`src/esc_pkg.sv`:
```
// Shared types, constants and the month length table for the seconds-to-date block.
// No dependencies.
package esc_pkg;

  localparam int DAY_WIDTH    = 16;  // day number, fits 2^32 / 86400
  localparam int TOD_WIDTH    = 17;  // seconds of the day
  localparam int MINSEC_WIDTH = 12;  // seconds of the hour
  localparam int YEAR_WIDTH   = 12;

  localparam logic [TOD_WIDTH-1:0]    SECS_PER_DAY  = 17'd86400;
  localparam logic [MINSEC_WIDTH-1:0] SECS_PER_HOUR = 12'd3600;
  localparam logic [5:0]              SECS_PER_MIN  = 6'd60;
  localparam logic [YEAR_WIDTH-1:0]   EPOCH_YEAR    = 12'd1970;
  localparam logic [8:0]              DAYS_COMMON   = 9'd365;
  localparam logic [8:0]              DAYS_LEAP     = 9'd366;
  localparam logic [3:0]              MONTH_JAN     = 4'd1;
  localparam logic [3:0]              MONTH_DEC     = 4'd12;

  // x / (2^s * d) == ((x >> s) * RECIP) >> SHIFT, RECIP = ceil(2^SHIFT / d),
  // exact over the full range of each dividend
  localparam logic [25:0] DAY_RECIP  = 26'd50903317;  // d = 675, s = 7
  localparam int          DAY_SHIFT  = 35;
  localparam logic [13:0] HOUR_RECIP = 14'd9321;      // d = 225, s = 4
  localparam int          HOUR_SHIFT = 21;
  localparam logic [10:0] MIN_RECIP  = 11'd1093;      // d = 15, s = 2
  localparam int          MIN_SHIFT  = 14;

  // 1970 mod 4, mod 100, mod 400
  localparam logic [1:0] EPOCH_MOD4   = 2'd2;
  localparam logic [6:0] EPOCH_MOD100 = 7'd70;
  localparam logic [8:0] EPOCH_MOD400 = 9'd370;
  localparam logic [6:0] LAST_MOD100  = 7'd99;
  localparam logic [8:0] LAST_MOD400  = 9'd399;

  typedef enum logic [1:0] {
    DIV_DAY,
    DIV_HOUR,
    DIV_MIN
  } div_sel_e;

  typedef struct packed {
    logic     load_count;
    logic     div_step;
    div_sel_e div_sel;
    logic     walk_init;
    logic     year_step;
    logic     month_step;
    logic     month_done;
    logic     load_hour;
    logic     load_min;
    logic     out_load;
  } ctrl_cmd_t;

  typedef struct packed {
    logic day_match;
    logic year_fits;
    logic month_fits;
    logic out_busy;
  } dp_status_t;

  function automatic logic [4:0] month_len(input logic [3:0] month, input logic leap);
    logic [4:0] len;
    case (month)
      4'd1:    len = 5'd31;
      4'd2:    len = leap ? 5'd29 : 5'd28;
      4'd3:    len = 5'd31;
      4'd4:    len = 5'd30;
      4'd5:    len = 5'd31;
      4'd6:    len = 5'd30;
      4'd7:    len = 5'd31;
      4'd8:    len = 5'd31;
      4'd9:    len = 5'd30;
      4'd10:   len = 5'd31;
      4'd11:   len = 5'd30;
      4'd12:   len = 5'd31;
      default: len = 5'd31;
    endcase
    return len;
  endfunction

endpackage

```
`src/esc_ifs.sv`:
```
// Valid/ready channel interfaces: seconds count in, calendar date and time out.
// Uses no package.
interface esc_count_if #(
  parameter int CountWidth = 32
) ();
  logic                  valid;
  logic                  ready;
  logic [CountWidth-1:0] seconds_count;

  modport source (output valid, output seconds_count, input ready);
  modport sink   (input valid, input seconds_count, output ready);
endinterface

interface esc_date_if ();
  logic        valid;
  logic        ready;
  logic [11:0] year;
  logic [3:0]  month;
  logic [4:0]  day_of_month;
  logic [4:0]  hour;
  logic [5:0]  minute;
  logic [5:0]  second;

  modport source (output valid, output year, output month, output day_of_month,
                  output hour, output minute, output second, input ready);
  modport sink   (input valid, input year, input month, input day_of_month,
                  input hour, input minute, input second, output ready);
endinterface

```
`src/esc_datapath.sv`:
```
// Datapath: constant divisions by reciprocal multiply, cached date with year/month walk,
// output register. Depends on esc_pkg.
module esc_datapath #(
  parameter int COUNT_WIDTH = 32
) (
  input  logic                    clk_i,
  input  logic                    rst_ni,
  input  esc_pkg::ctrl_cmd_t      cmd_i,
  output esc_pkg::dp_status_t     status_o,
  input  logic [COUNT_WIDTH-1:0]  seconds_count_i,
  output logic                    out_valid_o,
  input  logic                    out_ready_i,
  output logic [11:0]             year_o,
  output logic [3:0]              month_o,
  output logic [4:0]              day_of_month_o,
  output logic [4:0]              hour_o,
  output logic [5:0]              minute_o,
  output logic [5:0]              second_o
);

  localparam int DW = esc_pkg::DAY_WIDTH;
  localparam int TW = esc_pkg::TOD_WIDTH;
  localparam int MW = esc_pkg::MINSEC_WIDTH;

  // divisions, one multiply per step
  logic [31:0]    count_q, count_d;
  logic [DW-1:0]  day_q, day_d;
  logic [TW-1:0]  tod_q, tod_d;
  logic [MW-1:0]  minsec_q, minsec_d;
  logic [4:0]     hour_q, hour_d;
  logic [5:0]     min_q, min_d;
  logic [50:0]    day_prod;
  logic [26:0]    hour_prod;
  logic [20:0]    min_prod;
  logic [31:0]    day_secs;
  logic [16:0]    hour_secs;
  logic [11:0]    min_secs;
  logic [5:0]     sec_val;

  // walk and cache
  logic [DW-1:0]  days_q, days_d;
  logic [DW-1:0]  cache_day_q, cache_day_d;
  logic [11:0]    cache_year_q, cache_year_d;
  logic [3:0]     cache_month_q, cache_month_d;
  logic [4:0]     cache_dom_q, cache_dom_d;
  logic [1:0]     mod4_q, mod4_d;
  logic [6:0]     mod100_q, mod100_d;
  logic [8:0]     mod400_q, mod400_d;
  logic           leap;
  logic [8:0]     year_len;
  logic [4:0]     mon_len;

  // output register
  logic        out_valid_q, out_valid_d;
  logic [11:0] out_year_q, out_year_d;
  logic [3:0]  out_month_q, out_month_d;
  logic [4:0]  out_dom_q, out_dom_d;
  logic [4:0]  out_hour_q, out_hour_d;
  logic [5:0]  out_min_q, out_min_d;
  logic [5:0]  out_sec_q, out_sec_d;

  // 86400 = 128 * 675, 3600 = 16 * 225, 60 = 4 * 15
  assign day_prod  = 51'(count_q[31:7]) * 51'(esc_pkg::DAY_RECIP);
  assign hour_prod = 27'(tod_q[TW-1:4]) * 27'(esc_pkg::HOUR_RECIP);
  assign min_prod  = 21'(minsec_q[MW-1:2]) * 21'(esc_pkg::MIN_RECIP);
  assign day_secs  = 32'(day_q) * 32'(esc_pkg::SECS_PER_DAY);
  assign hour_secs = 17'(hour_q) * 17'(esc_pkg::SECS_PER_HOUR);
  assign min_secs  = 12'(min_q) * 12'(esc_pkg::SECS_PER_MIN);
  assign sec_val   = 6'(minsec_q - min_secs);

  assign leap     = (mod4_q == 2'd0) && ((mod100_q != 7'd0) || (mod400_q == 9'd0));
  assign year_len = leap ? esc_pkg::DAYS_LEAP : esc_pkg::DAYS_COMMON;
  assign mon_len  = esc_pkg::month_len(cache_month_q, leap);

  always_comb begin
    count_d       = count_q;
    day_d         = day_q;
    tod_d         = tod_q;
    minsec_d      = minsec_q;
    hour_d        = hour_q;
    min_d         = min_q;
    days_d        = days_q;
    cache_day_d   = cache_day_q;
    cache_year_d  = cache_year_q;
    cache_month_d = cache_month_q;
    cache_dom_d   = cache_dom_q;
    mod4_d        = mod4_q;
    mod100_d      = mod100_q;
    mod400_d      = mod400_q;

    if (cmd_i.load_count) begin
      count_d = 32'(seconds_count_i);
    end
    if (cmd_i.div_step) begin
      case (cmd_i.div_sel)
        esc_pkg::DIV_DAY:  day_d  = day_prod[esc_pkg::DAY_SHIFT +: DW];
        esc_pkg::DIV_HOUR: hour_d = hour_prod[esc_pkg::HOUR_SHIFT +: 5];
        esc_pkg::DIV_MIN:  min_d  = min_prod[esc_pkg::MIN_SHIFT +: 6];
        default: ;
      endcase
    end
    if (cmd_i.load_hour) begin
      tod_d = TW'(count_q - day_secs);
    end
    if (cmd_i.load_min) begin
      minsec_d = MW'(tod_q - hour_secs);
    end
    if (cmd_i.walk_init) begin
      days_d        = day_q;
      cache_day_d   = day_q;
      cache_year_d  = esc_pkg::EPOCH_YEAR;
      cache_month_d = esc_pkg::MONTH_JAN;
      mod4_d        = esc_pkg::EPOCH_MOD4;
      mod100_d      = esc_pkg::EPOCH_MOD100;
      mod400_d      = esc_pkg::EPOCH_MOD400;
    end
    if (cmd_i.year_step) begin
      days_d       = days_q - DW'(year_len);
      cache_year_d = cache_year_q + 12'd1;
      mod4_d       = mod4_q + 2'd1;
      mod100_d     = (mod100_q == esc_pkg::LAST_MOD100) ? 7'd0 : mod100_q + 7'd1;
      mod400_d     = (mod400_q == esc_pkg::LAST_MOD400) ? 9'd0 : mod400_q + 9'd1;
    end
    if (cmd_i.month_step) begin
      days_d        = days_q - DW'(mon_len);
      cache_month_d = cache_month_q + 4'd1;
    end
    if (cmd_i.month_done) begin
      cache_dom_d = days_q[4:0] + 5'd1;
    end
  end

  always_comb begin
    out_valid_d = out_valid_q && !out_ready_i;
    out_year_d  = out_year_q;
    out_month_d = out_month_q;
    out_dom_d   = out_dom_q;
    out_hour_d  = out_hour_q;
    out_min_d   = out_min_q;
    out_sec_d   = out_sec_q;
    if (cmd_i.out_load) begin
      out_valid_d = 1'b1;
      out_year_d  = cache_year_q;
      out_month_d = cache_month_q;
      out_dom_d   = cache_dom_q;
      out_hour_d  = hour_q;
      out_min_d   = min_q;
      out_sec_d   = sec_val;
    end
  end

  always_ff @(posedge clk_i or negedge rst_ni) begin
    if (!rst_ni) begin
      out_valid_q   <= 1'b0;
      cache_day_q   <= '0;
      cache_year_q  <= esc_pkg::EPOCH_YEAR;
      cache_month_q <= esc_pkg::MONTH_JAN;
      cache_dom_q   <= 5'd1;
    end else begin
      out_valid_q   <= out_valid_d;
      cache_day_q   <= cache_day_d;
      cache_year_q  <= cache_year_d;
      cache_month_q <= cache_month_d;
      cache_dom_q   <= cache_dom_d;
    end
  end

  always_ff @(posedge clk_i) begin
    count_q     <= count_d;
    day_q       <= day_d;
    tod_q       <= tod_d;
    minsec_q    <= minsec_d;
    hour_q      <= hour_d;
    min_q       <= min_d;
    days_q      <= days_d;
    mod4_q      <= mod4_d;
    mod100_q    <= mod100_d;
    mod400_q    <= mod400_d;
    out_year_q  <= out_year_d;
    out_month_q <= out_month_d;
    out_dom_q   <= out_dom_d;
    out_hour_q  <= out_hour_d;
    out_min_q   <= out_min_d;
    out_sec_q   <= out_sec_d;
  end

  always_comb begin
    status_o.day_match  = (day_q == cache_day_q);
    status_o.year_fits  = (days_q < DW'(year_len));
    status_o.month_fits = (days_q < DW'(mon_len)) || (cache_month_q == esc_pkg::MONTH_DEC);
    status_o.out_busy   = out_valid_q && !out_ready_i;
  end

  assign out_valid_o    = out_valid_q;
  assign year_o         = out_year_q;
  assign month_o        = out_month_q;
  assign day_of_month_o = out_dom_q;
  assign hour_o         = out_hour_q;
  assign minute_o       = out_min_q;
  assign second_o       = out_sec_q;

endmodule

```
`src/esc_ctrl.sv`:
```
// Controller: sequences the divisions, the cache check, the year and month walk and output.
// Depends on esc_pkg.
module esc_ctrl (
  input  logic                clk_i,
  input  logic                rst_ni,
  input  logic                in_valid_i,
  output logic                in_ready_o,
  output esc_pkg::ctrl_cmd_t  cmd_o,
  input  esc_pkg::dp_status_t status_i
);

  typedef enum logic [3:0] {
    S_IDLE,
    S_DIV_DAY,
    S_CHECK,
    S_WALK_YEAR,
    S_WALK_MONTH,
    S_LOAD_HOUR,
    S_DIV_HOUR,
    S_LOAD_MIN,
    S_DIV_MIN,
    S_DONE
  } state_e;

  state_e state_q, state_d;

  always_comb begin
    state_d = state_q;
    cmd_o   = '0;
    cmd_o.div_sel = esc_pkg::DIV_DAY;
    case (state_q)
      S_IDLE: begin
        if (in_valid_i) begin
          cmd_o.load_count = 1'b1;
          state_d = S_DIV_DAY;
        end
      end
      S_DIV_DAY: begin
        cmd_o.div_step = 1'b1;
        cmd_o.div_sel  = esc_pkg::DIV_DAY;
        state_d = S_CHECK;
      end
      S_CHECK: begin
        // same day as last time: cached date is still good
        if (status_i.day_match) begin
          state_d = S_LOAD_HOUR;
        end else begin
          cmd_o.walk_init = 1'b1;
          state_d = S_WALK_YEAR;
        end
      end
      S_WALK_YEAR: begin
        if (status_i.year_fits) begin
          state_d = S_WALK_MONTH;
        end else begin
          cmd_o.year_step = 1'b1;
        end
      end
      S_WALK_MONTH: begin
        if (status_i.month_fits) begin
          cmd_o.month_done = 1'b1;
          state_d = S_LOAD_HOUR;
        end else begin
          cmd_o.month_step = 1'b1;
        end
      end
      S_LOAD_HOUR: begin
        cmd_o.load_hour = 1'b1;
        state_d = S_DIV_HOUR;
      end
      S_DIV_HOUR: begin
        cmd_o.div_step = 1'b1;
        cmd_o.div_sel  = esc_pkg::DIV_HOUR;
        state_d = S_LOAD_MIN;
      end
      S_LOAD_MIN: begin
        cmd_o.load_min = 1'b1;
        state_d = S_DIV_MIN;
      end
      S_DIV_MIN: begin
        cmd_o.div_step = 1'b1;
        cmd_o.div_sel  = esc_pkg::DIV_MIN;
        state_d = S_DONE;
      end
      S_DONE: begin
        if (!status_i.out_busy) begin
          cmd_o.out_load = 1'b1;
          state_d = S_IDLE;
        end
      end
      default: state_d = S_IDLE;
    endcase
  end

  always_ff @(posedge clk_i or negedge rst_ni) begin
    if (!rst_ni) begin
      state_q <= S_IDLE;
    end else begin
      state_q <= state_d;
    end
  end

  assign in_ready_o = (state_q == S_IDLE);

endmodule

```
`src/epoch_seconds_to_calendar.sv`:
```
// Top level: seconds since 1970-01-01 to Gregorian date and time of day.
// Depends on esc_pkg, esc_ifs (channel interfaces), esc_ctrl and esc_datapath.
//
//   channel  dir  payload                                            handshake
//   in_i     in   seconds_count[COUNT_WIDTH-1:0]                     valid/ready
//   out_o    out  year, month, day_of_month, hour, minute, second    valid/ready
//
// One transaction at a time. After the accept the block divides out the day, checks it
// against the cached day and, on a new day, walks one year per step from 1970 and then
// one month per step; then it divides out the hour and the minute. The year walk sets the
// worst case; each division by a constant is one reciprocal multiply in its own state.
// Reset clears the cache to day 0 (1970-01-01) and empties the output register.
// in_i is accepted while a finished result still waits on out_o; the block holds
// its last step until the output register is free.
module epoch_seconds_to_calendar #(
  parameter int COUNT_WIDTH = 32
) (
  input  logic         clk_i,
  input  logic         rst_ni,
  esc_count_if.sink    in_i,
  esc_date_if.source   out_o
);

  esc_pkg::ctrl_cmd_t  cmd;
  esc_pkg::dp_status_t status;

  esc_ctrl u_ctrl (
    .clk_i     (clk_i),
    .rst_ni    (rst_ni),
    .in_valid_i(in_i.valid),
    .in_ready_o(in_i.ready),
    .cmd_o     (cmd),
    .status_i  (status)
  );

  esc_datapath #(
    .COUNT_WIDTH(COUNT_WIDTH)
  ) u_datapath (
    .clk_i          (clk_i),
    .rst_ni         (rst_ni),
    .cmd_i          (cmd),
    .status_o       (status),
    .seconds_count_i(in_i.seconds_count),
    .out_valid_o    (out_o.valid),
    .out_ready_i    (out_o.ready),
    .year_o         (out_o.year),
    .month_o        (out_o.month),
    .day_of_month_o (out_o.day_of_month),
    .hour_o         (out_o.hour),
    .minute_o       (out_o.minute),
    .second_o       (out_o.second)
  );

endmodule

```
`src/flat_wrapper.sv`:
```
// flat-port wrapper written by rule: the top's interface ports become plain ports
module epoch_seconds_to_calendar_flat 
#(
  parameter int COUNT_WIDTH = 32
)
  (clk_i, rst_ni, in_i_valid, in_i_seconds_count, in_i_ready, out_o_valid, out_o_year, out_o_month, out_o_day_of_month, out_o_hour, out_o_minute, out_o_second, out_o_ready);
  esc_count_if in_i_i ();
  esc_date_if out_o_i ();
  input  logic clk_i;
  input  logic rst_ni;
  input wire logic [$bits(in_i_i.valid)-1:0] in_i_valid;
  input wire logic [$bits(in_i_i.seconds_count)-1:0] in_i_seconds_count;
  output wire logic [$bits(in_i_i.ready)-1:0] in_i_ready;
  output wire logic [$bits(out_o_i.valid)-1:0] out_o_valid;
  output wire logic [$bits(out_o_i.year)-1:0] out_o_year;
  output wire logic [$bits(out_o_i.month)-1:0] out_o_month;
  output wire logic [$bits(out_o_i.day_of_month)-1:0] out_o_day_of_month;
  output wire logic [$bits(out_o_i.hour)-1:0] out_o_hour;
  output wire logic [$bits(out_o_i.minute)-1:0] out_o_minute;
  output wire logic [$bits(out_o_i.second)-1:0] out_o_second;
  input wire logic [$bits(out_o_i.ready)-1:0] out_o_ready;
  assign in_i_i.valid = in_i_valid;
  assign in_i_i.seconds_count = in_i_seconds_count;
  assign in_i_ready = in_i_i.ready;
  assign out_o_valid = out_o_i.valid;
  assign out_o_year = out_o_i.year;
  assign out_o_month = out_o_i.month;
  assign out_o_day_of_month = out_o_i.day_of_month;
  assign out_o_hour = out_o_i.hour;
  assign out_o_minute = out_o_i.minute;
  assign out_o_second = out_o_i.second;
  assign out_o_i.ready = out_o_ready;
  epoch_seconds_to_calendar #(.COUNT_WIDTH(COUNT_WIDTH)) u_core (.clk_i(clk_i), .rst_ni(rst_ni), .in_i(in_i_i), .out_o(out_o_i));
endmodule
```
`config.mk`:
```
export PLATFORM = sky130hd
export DESIGN_NAME = epoch_seconds_to_calendar_flat
export DESIGN_NICKNAME = d
export VERILOG_FILES = /design/src/esc_pkg.sv /design/src/esc_ifs.sv /design/src/esc_datapath.sv /design/src/esc_ctrl.sv /design/src/epoch_seconds_to_calendar.sv /design/src/flat_wrapper.sv
export SDC_FILE = /design/constraint.sdc
export NUM_CORES = 1
export LEC_CHECK = 0
export ABC_AREA = 1
export BUFFER_PORTS_ARGS = -buffer_cell sky130_fd_sc_hd__buf_2
export CORE_AREA = 8 8 223 267
export DETAILED_ROUTE_END_ITERATION = 8
export DIE_AREA = 0 0 231 275
export HOLD_SLACK_MARGIN = 0.08
export PLACE_DENSITY = 0.68
export SYNTH_ARGS = -nofsm -noshare
export SYNTH_HDL_FRONTEND = slang
export SYNTH_SLANG_ARGS = --single-unit
```
`constraint.sdc`:
```
create_clock -name clk_i -period 9.85 [get_ports clk_i]
set_input_delay 0.4925 -clock clk_i [delete_from_list [all_inputs] [get_ports clk_i]]
set_output_delay 0.4925 -clock clk_i [all_outputs]
set_load 0.005 [all_outputs]
```
After elaboration in Yosys (flattened, before gate mapping). Index checks and enable logic that the tools add are counted.

Register bits after elaboration: 202. Bits of input ports: 36. Output and inout bits: 40. Logic and storage cells: 122.

Add/subtract/negate cells: 11. $mul: 6. $lt $le $gt $ge: 2. Eq/ne operators: 24. Mux-type cells: 39. Reduce and logical (&&, ||, !) cells: 18.

Operators by type and width (number): $mul A25 B26 Y51 const B (1); $mux W16 (3); $pmux W4 S10 (1); $mux W9 (3); $mul A13 B14 Y26 const B (1); $eq A4 B3 Y1 const B (6); $mux W12 (2); $mux W4 (6); $mux W7 (3); $eq A4 B4 Y1 const B (5); $mul A10 B11 Y20 const B (1); $sub A17 B17 Y17 (1); $eq A16 B16 Y1 (1); $lt A16 B5 Y1 (1); $lt A16 B9 Y1 (1); $mul A16 B10 Y10 const B (1); $sub A16 B5 Y16 (1); $sub A16 B9 Y16 (1); $mux W1 (14); $add A12 B1 Y12 const B (1); $eq A4 B2 Y1 const B (3); $sub A12 B12 Y12 (1); $add A9 B1 Y9 const B (1); $eq A9 B9 Y1 const B (1); 29 further kinds (40).

Longest topological paths before layout.
Depth after elaboration: 10. Depth in mapped cells: 28. Depth with buffers taken out: 28.

Cells and area by module. A second synthesis with hierarchy kept.

Cell total of the unflattened synthesis: 3016. Area total of the unflattened synthesis: 25509.5 um2.

Modules (own cells, without submodules): esc_datapath (times used 1, cells each 2954, area each 25142.9 um2, seq. area each 5766.8 um2); esc_ctrl (times used 1, cells each 62, area each 366.6 um2, seq. area each 100.1 um2).

Worst setup path after synthesis. Ideal clock, no wire load.

Path kind: register -> register. Start point: reg u_core.u_datapath.count_q[30]. End point: reg u_core.u_datapath.day_q[6] (data pin). Setup time: 0.253 ns. Arrival: 5.207 ns. Data required time: 9.597 ns. Slack: 4.390 ns. Stages on the path, launching flop included: 20. Buffers on the path: 0. Period minus slack after synthesis: 5.460 ns. Cell sequence: edfxtp_1 -> fa_1 -> inv_1 -> fa_1 -> inv_1 -> fa_1 -> inv_1 -> fa_1 -> inv_1 -> fa_1 -> fa_1 -> ha_1 -> ha_1 -> nand2_1 -> nor2_1 -> nand2_1 -> nor3_1 -> nand4_1 -> nand4_1 -> nand2_1.

Longest elaborated chain between the ends: 1.

Ends and longest elaborated chain: from (decl) (RTL line esc_datapath.sv:26) `logic [31:0] count_q, count_d;`; from (signal assigned) (RTL line esc_datapath.sv:169) `count_q <= count_d;`; $mul A25 B26 Y51 (RTL line esc_datapath.sv:63) `assign day_prod = 51'(count_q[31:7]) * 51'(esc_pkg::DAY_RECIP);`; net u_core.u_datapath.day_prod[41] (RTL line esc_datapath.sv:32) `logic [50:0] day_prod;`; to (signal assigned) (RTL line esc_datapath.sv:170) `day_q <= day_d;`; to (decl) (RTL line esc_datapath.sv:27) `logic [DW-1:0] day_q, day_d;`.

The timed path passes the listed nets, and every way through them passes these cells. A chain may end at the register's enable or synchronous reset.

Worst setup path in the final report.
Start point: reg u_core.u_datapath.count_q[12]. End point: reg u_core.u_datapath.day_q[15] (data pin).

Same word-level chain as after synthesis.

==> results.toml <==
[run_status]
status = "complete, no violations"

[critical_path]
critPathMaxFanout = 12
crit_path_start_kind = "flop"
worstReg2RegStart = "u_core.u_datapath.count_q[12]"
r2r_slack_ns = 3.79
r2r_cells = 23
reg2reg_to = "u_core.u_datapath.day_q[15]"
crit_arrival_ns = 6.39
end_kind = "flop"
required_ns = 10.18
critical_path_class = "flop to flop"

[grt]
grt_max_degree = 49
grt_pass1_vias = 20108
grt_usage_pct = 19.3
grt_pass1_wl_microns = 99300
grt_overflow = 0
antenna_found_initial = 0

[placement]
place_congestion = 0.997
dp_hpwl_microns = 50200
placed_cell_area_sq_mm = 0.0268
portBuffers = 75

[yosys]
mappedNetlistNets = 3787
synthDistinctLibCells = 47
synthArstFlopShare_pct = 20.8
synth_edf_count = 160
syn_avg_cell_area_sq_um = 8.40
ys.flop_type = "edfxtp_1"
ys_warn_count = 0
ys_ff_latch = 202
synthCells = 3051
netlist_area_sq_mm = 0.0256
ys_seq_area_share_pct = 22.9

[clocking]
ctsLongestPathBuffers = 3
cts.reportedPaths.clkPinSlew_ns = 0.06
clock-sinks = 202
clkLatencyLatePin_ns = 0.57
htree_levels = 1
cts_tree = "built"
cts-root-buf = "clkbuf_16"
cts_buffers = 26

[die]
die-height_microns = 275
core_sq_mm = 0.0554
fp.dieArea_sq_mm = 0.0635
ioPinCount = 76
start_util_pct = 46.3
row_count = 95
die_w_microns = 231

[flow_run]
max_cap_viol_count = 0

[sta]
setup_tns_ns = 0
worstMarginPinSlew_ns = 1.22
clock_skew_ns = 0.0237
maxSlewViolCount = 0
rsz0062_at_grt = "no"
hold_viol = 0
max-slew-margin-rel_pct = 18.6
min_period_ns = 6.06
setup_viol = 0
max_freq_mhz = 165
fin_crit_sh_pct = 61.5

[detailed_routing]
wl_microns = 60000
wl_per_cell_microns = 15.4
drc = 0
drtPass1Iterations = 5
ant_nets = 0
dr.first_iter.drc_count = 886
routed_via_density = 4.94
vias = 19301

[final_layout]
layout_commonest_cell = "inv_1"
finalInstanceArea_sq_mm = 0.0279
nNetsFinal = 3895
n_antenna_cell = 0
final_cell_mix = "inv_1, nand2_1, ha_1, fa_1, nor2_1"
drive_gt1_share_pct = 5.03
syn_to_final_growth_pct = 8.93

[min_path]
hold_path_class = "primary input to async pin"
[stage by stage]
step                util (%)  hold slack [ns]  setup slack, ns  std cells
finish                  50.4            0.101             3.79       3906
global route            50.4           0.0948             3.34       3906
CTS                     50.4           0.0892             3.72       3906
detailed placement      48.4            0.405             3.75       3835
global placement        48.4            0.402             3.83       3835
floorplan                  -            0.197             4.39       3051
[registers in the layout, indices dropped and copies added (netlist names), 5 cells and up]
name                              cells
u_core.u_datapath.cache_day_q        16
u_core.u_datapath.cache_dom_q         5
u_core.u_datapath.cache_year_q       12
u_core.u_datapath.count_q            32
u_core.u_datapath.day_of_month_o      5
u_core.u_datapath.day_q              16
u_core.u_datapath.days_q             16
u_core.u_datapath.hour_o              5
u_core.u_datapath.hour_q              5
u_core.u_datapath.min_q               6
u_core.u_datapath.minsec_q           12
u_core.u_datapath.minute_o            6
u_core.u_datapath.mod100_q            7
u_core.u_datapath.mod400_q            9
u_core.u_datapath.second_o            6
u_core.u_datapath.tod_q              17
u_core.u_datapath.year_o             12
[synthesized netlist by cell type, types with 7 or more instances]
cell | number | area, sq um
nand4_1 | 43 | 269
ha_1 | 472 | 5910
xor2_1 | 45 | 394
xnor2_1 | 34 | 298
dfstp_2 | 9 | 236
o21ai_0 | 77 | 385
fa_1 | 228 | 4560
nor3_1 | 29 | 145
inv_1 | 764 | 2870
nand2_1 | 662 | 2480
o21ai_1 | 7 | 35.0
edfxtp_1 | 160 | 4800
nand3_1 | 134 | 671
nor2_1 | 172 | 646
o21bai_1 | 7 | 52.6
buf_4 | 7 | 52.6
a21oi_1 | 90 | 450
buf_2 | 9 | 45.0
dfrtp_1 | 33 | 826
[critical path: stages, from the launching register on]
cell and delay, ns:
edfxtp_1 0.80, inv_1 0.21, ha_1 0.38, inv_1 0.08, fa_1 0.45, ha_1 0.28
inv_1 0.05, fa_1 0.50, inv_1 0.05, fa_1 0.46, fa_1 0.55, inv_1 0.06
fa_1 0.54, inv_1 0.04, ha_1 0.32, nand2_1 0.14, nor2_1 0.19, inv_1 0.09
nor2_1 0.18, nand2_1 0.08, nor3_1 0.13, nand2_1 0.10, nand4_1 0.07, nand2_1 0.06
[timing repair]
item / CTS / global route
setup endpoints to repair: 0 / 0
resized for setup: 0 / 0
buffers inserted: 0 / 0
hold endpoints to repair: 23 / 0
hold buffers: 23 / 0
[kinds of logic after synthesis]
group                    Yosys count  synth area share [%]
AND/OR/NAND/NOR                 1077                  17.5
buffers and inverters            792                  11.9
adder cells (fa/ha/maj)          700                  40.8
flip-flops                       202                  22.9
AO/OA/AOI/OAI                    201                  4.18
XOR/XNOR                          79                  2.70
[area by class of cell]
cell class,count,area [sq um]
Fill cell,5364,27500
Multi-Input combinational cell,2057,16700
Sequential cell,202,5870
Inverter,769,2890
Tap cell,727,910
Clock buffer,34,762
Timing Repair Buffer,103,643
Clock inverter,14,129
[worst max path at each step]
| stage | startpoint | to | slack, ns | depth (start not counted) |
|---|---|---|---|---|
| final | u_core.u_datapath.count_q[12] | u_core.u_datapath.day_q[15] | 3.79 | 23 |
| after floorplan | u_core.u_datapath.count_q[30] | u_core.u_datapath.day_q[6] | 4.39 | 19 |
| after global routing | u_core.u_datapath.count_q[12] | u_core.u_datapath.day_q[15] | 3.34 | 23 |
| after global placement | u_core.u_datapath.count_q[16] | u_core.u_datapath.day_q[14] | 3.83 | 21 |
| after CTS | u_core.u_datapath.count_q[12] | u_core.u_datapath.day_q[15] | 3.72 | 23 |
| after detailed placement | u_core.u_datapath.count_q[12] | u_core.u_datapath.day_q[15] | 3.75 | 23 |
[metal layers]
| metal | wire length [microns] | GRT usage, % | share of wire [%] |
|---|---|---|---|
| met1 | 24900 | 22.4 | 42 |
| met2 | 30100 | 35.7 | 50 |
| met3 | 2390 | 2.21 | 4.0 |
| met4 | 2590 | 7.68 | 4.3 |
| met5 | 0 | 0 | 0 |
Power is left out: the tool's default activity adds up to more than one toggle a clock period on the data nets, which glitch-free logic cannot reach.
